$ cat config.mk
export PLATFORM = sky130hd
export DESIGN_NAME = ffc_ram
export DESIGN_NICKNAME = d
export VERILOG_FILES = /design/src/rtl/ffc_ram.sv
export SDC_FILE = /design/constraint.sdc
export NUM_CORES = 2
export LEC_CHECK = 0
export ABC_AREA = 0
export BUFFER_PORTS_ARGS = -buffer_cell sky130_fd_sc_hd__buf_2
export CORE_MARGIN = 2
export CORE_UTILIZATION = 68
export CTS_CLUSTER_SIZE = 16
export DETAILED_ROUTE_END_ITERATION = 10
export GPL_ROUTABILITY_DRIVEN = 0
export PLACE_DENSITY_LB_ADDON = 0.1
export SLEW_MARGIN = 25
export SYNTH_ARGS = -nofsm -noshare
export SYNTH_HDL_FRONTEND = slang
export SYNTH_SLANG_ARGS = --single-unit
$ cat constraint.sdc
create_clock -name clk -period 7.85 [get_ports clk]
set_input_delay 0.785 -clock clk [delete_from_list [all_inputs] [get_ports clk]]
set_output_delay 0.785 -clock clk [all_outputs]
set_load 0.05 [all_outputs]
$ cat src/rtl/ffc_ram.sv
// ffc_ram: generic single-port synchronous ram, read-first, registered read
// no dependencies
module ffc_ram #(
  parameter int unsigned WIDTH = 8,
  parameter int unsigned DEPTH = 256
) (
  input  logic                     clk,
  input  logic                     we,
  input  logic [$clog2(DEPTH)-1:0] addr,
  input  logic [WIDTH-1:0]         wdata,
  output logic [WIDTH-1:0]         rdata
);

  logic [WIDTH-1:0] mem [DEPTH];

  always_ff @(posedge clk) begin
    if (we) begin
      mem[addr] <= wdata;
    end
    rdata <= mem[addr];
  end

endmodule

; ---- Word level (Yosys, flattened, before mapping)
; Memories as Yosys holds them, arrays and structs flattened. A register that Yosys moved wholly into a read port is not among the register bits.
; Index checks and enable logic that the tools add are counted.
[classes]
mux = 2
[op_table]
columns = op, n
row1 = 1-bit 2-to-1 mux, 2
[word_totals]
regBits = 0
ram_bits = 2048
wordCells = 3
n_memories = 1
[mem_list]
columns = name, words, word_bits, read_ports, rd_ports_with_merged_regs, wr, line_no
row1 = mem, 256, 8, 1, 1, 1, 14  ; logic [WIDTH-1:0] mem [DEPTH];

; ---- Longest topological paths before layout
[depth]
depth_word = 2
depth_mapped = 10
depth_no_buf = 5

; ---- Worst setup path after synthesis
; OpenSTA, ideal clock, no wires.
[synth_timing]
path_kind = in2reg
from = input port addr[1]
to = memory mem[111][0], enable pin
setup_time_ps = 370
arrival_ps = 2634
slack_ps = 4846
stages = 9
n_path_buf = 5
path_cell_list = buf_2 > clkbuf_1 > clkbuf_1 > nand2_1 > buf_2 > nor2_1 > nand2_1 > clkbuf_1 > nor2_1
[synth_rtl]
columns = element, line_no
row1 = start: declaration, 9  ; input logic [$clog2(DEPTH)-1:0] addr,
row2 = end: declaration, 14
; No word-level cell before the write port.

==> summary.json <==
{
  "number_of_iterations_in_the_first_detailed_routing_pass": {"value": 8},
  "detail_route.iter0.violations": {"value": 5683},
  "htreeDepth": {"value": 4},
  "synthDominantCellAreaShare": {"value": 78.3, "unit": "%"},
  "placementRows": {"value": 124},
  "numCtsBuffers": {"value": 193},
  "critical_path_class": {"value": "in2reg"},
  "routed_via_density": {"value": 7.21},
  "grt_start_max_net_pins": {"value": 158},
  "worst_path_arrival": {"value": 4470, "unit": "ps"},
  "data_required_time_of_the_worst_path": {"value": 8480, "unit": "ps"},
  "fmaxAchievable": {"value": 261, "unit": "MHz"},
  "worstHoldPathType": {"value": "in2reg"},
  "cts-root-buf": {"value": "clkbuf_16"},
  "synth_sequential_area_ratio": {"value": 78.6, "unit": "%"},
  "multiInputGateArea": {"value": 16000, "unit": "um2"},
  "worst_clock_skew": {"value": 25.7, "unit": "ps"},
  "area_growth_syn_to_layout": {"value": 10.2, "unit": "%"},
  "cts.hold.buffers_added": {"value": 0},
  "syn-mean-instance-area": {"value": 22.1, "unit": "um2"},
  "register_area": {"value": 61700, "unit": "um2"},
  "worstSkewPairLatency": {"value": 800, "unit": "ps"},
  "initial_utilization": {"value": 68.6, "unit": "%"},
  "drive_gt1_share": {"value": 24.8, "unit": "%"},
  "period_share": {"value": 48.9, "unit": "%"},
  "cp_max_fo": {"value": 107},
  "cts_tree": {"value": "done"},
  "drt-wirelength-per-cell": {"value": 34.6, "unit": "um"},
  "post-route-drc-count": {"value": 0},
  "synth_area_leaders": {"value": "edfxtp_1 78%, mux4_2 15%, a22oi_1 2.4%"},
  "grt_setup_unrepaired": {"value": "false"},
  "number_of_clock_sinks": {"value": 2056},
  "timing.max_slew.rel_slack": {"value": 25.3, "unit": "%"},
  "worstSetupEndpointType": {"value": "register"},
  "power_density": {"value": 254, "unit": "nW/um2"},
  "route.antenna.remaining_nets": {"value": 0},
  "synthesis.nets": {"value": 3565},
  "clock_path_buffers": {"value": 3},
  "number_of_setup_buffers_added_after_cts": {"value": 0},
  "post_cts_clock_slew_at_the_launch_and_capture_registers_of_the_worst_setup_and_hold_paths": {"value": 60, "unit": "ps"},
  "placeableCoreArea": {"value": 114000, "unit": "um2"},
  "die_height": {"value": 344, "unit": "um"},
  "synthesis.yosys.warnings": {"value": 0},
  "cell_taking_the_most_area_after_synthesis": {"value": "edfxtp_1"},
  "setup_violations": {"value": 0},
  "vias_in_the_first_global_route": {"value": 38300},
  "grt_antenna_before_repair": {"value": 9},
  "min_period": {"value": 3840, "unit": "ps"},
  "max_cap_viols": {"value": 0},
  "syn-instance-count": {"value": 3547},
  "postSynthRegisterBits": {"value": 2056},
  "gr-total-overflow": {"value": 0},
  "fin_area": {"value": 86500, "unit": "um2"},
  "cts_repair_resize_count": {"value": 0},
  "global_router_s_overall_resource_usage": {"value": 31.8, "unit": "%"},
  "design.die.area": {"value": 118000, "unit": "um2"},
  "fin_tns_setup": {"value": 0, "unit": "ps"},
  "nNetsFinal": {"value": 3630},
  "worst_ir_drop_vdd": {"value": 0.232, "unit": "mV"},
  "worst_slew_pin_slew": {"value": 1110, "unit": "ps"},
  "critical_path.startpoint_type": {"value": "input port"},
  "route.vias.total": {"value": 38100},
  "io-pin-count": {"value": 26},
  "outcome": {"value": "finished, final reports clean"},
  "mappedNetlistArea": {"value": 78500, "unit": "um2"},
  "final_max_slew_viol_count": {"value": 0},
  "grt_pass1_wl": {"value": 266000, "unit": "um"},
  "fill_cells": {"value": 5782},
  "portBuffers": {"value": 25},
  "p_leak": {"value": 26.2, "unit": "nW"},
  "report.final.hold_viol_count": {"value": 0},
  "placement.cell_area": {"value": 80400, "unit": "um2"},
  "die_w": {"value": 344, "unit": "um"},
  "wl": {"value": 183000, "unit": "um"},
  "place_hpwl": {"value": 104000, "unit": "um"},
  "synth_cell_type_count": {"value": 22}
}
[registers in the layout (all words and copies together), names as in the netlist]
register,flops
mem,2048
rdata,8
[final timing paths]
path,start,end,slack [ps],depth (start not counted)
max,addr[1],rdata[4],4010,8
max reg2reg,mem[72][1],rdata[1],5020,5
min,wdata[3],mem[66][3],380,1
min reg2reg,mem[178][1],rdata[1],980,5
[cell usage in the layout (no fill, tap or decap), types with 6 or more instances in the layout]
cell type | Yosys | routed
a22oi_1 | 256 | 256
buf_4 | 16 | 59
clkbuf_1 | 145 | 43
nor3_2 | 0 | 19
edfxtp_1 | 2048 | 2048
nand4_1 | 8 | 8
buf_2 | 36 | 19
inv_6 | 0 | 7
nor3_1 | 30 | 11
nand2b_1 | 6 | 6
nand2_1 | 28 | 23
buf_12 | 0 | 7
clkinv_1 | 0 | 44
nor2_1 | 232 | 228
a21oi_1 | 128 | 128
nand3_1 | 13 | 10
o41ai_2 | 0 | 16
clkbuf_8 | 0 | 14
clkinv_2 | 0 | 39
dfxtp_1 | 8 | 8
diode_2 | 0 | 6
clkbuf_16 | 0 | 196
o41ai_1 | 32 | 16
mux4_2 | 512 | 512
bufinv_16 | 0 | 9
[logic make-up (layout without fill, tap and decap cells)]
| group | Yosys count | count (layout) | synth area share, % |
|---|---|---|---|
| simple gates | 330 | 330 | 1.73 |
| buf+inv | 233 | 455 | 1.40 |
| mux | 512 | 512 | 14.7 |
| other cells | 0 | 6 | 0 |
| flops | 2056 | 2056 | 78.6 |
| compound gates | 416 | 416 | 3.62 |
[critical path, cell delays in order]
cell,delay (ps)
buf_8,310
buf_4,600
buf_12,550
mux4_2,410
a22oi_1,360
a21oi_1,230
o41ai_2,860
nand4_1,140
[per-stage QoR]
step           setup slack (ps)  total power [mW]  util, %  hold WS (ps)  cells
2_1_floorplan              4850              12.9        -           819   3547
3_3_place_gp               2580              13.3     70.2           961   4921
3_5_place_dp               3260              13.3     70.3           956   4926
4_1_cts                    4050              22.0     75.5           526   5278
5_1_grt                    4050              22.4     75.6           372   5281
6_report                   4010              22.0     75.6           385   5287
[power breakdown]
| group | switching, mW | internal, mW | leakage, nW |
|---|---|---|---|
| Sequential | 0.0162 | 12.1 | 18.5 |
| Combinational | 0.674 | 0.334 | 4.82 |
| Clock | 3.89 | 4.94 | 2.94 |
| Total | 4.58 | 17.4 | 26.2 |
[routing by layer]
metal	vias up	wire [um]	track usage [%]	part of all wire (%)
met5	-	27	0	0.015
met4	4	6970	11.1	3.8
met3	424	19900	7.16	11
met2	2434	88200	48.9	48
met1	20100	67600	46.3	37
li1	15200	-	-	-
[cell usage after synthesis]
library cell and n:
nand2_1 28, inv_1 1, or3_1 1, buf_1 19, nor2b_1 7, buf_6 16, and2_1 3, o41ai_1 32
nor3_1 30, buf_2 36, a21oi_1 128, a22oi_1 256, edfxtp_1 2048, buf_4 16, or2_2 2, clkbuf_1 145
nor2_1 232, mux4_2 512, dfxtp_1 8, nand2b_1 6, nand3_1 13, nand4_1 8
[layout make-up]
cell class	instances	area share, %
clock inverters	105	0.903
inverters	1	0.00434
flip-flops and latches	2056	71.3
repair buffers	102	1.10
diodes	6	0.0174
multi-input cells	1258	18.5
clock buffers	247	5.98
well taps	1512	2.19
No activity file was read; power rests on OpenSTA's default activity.
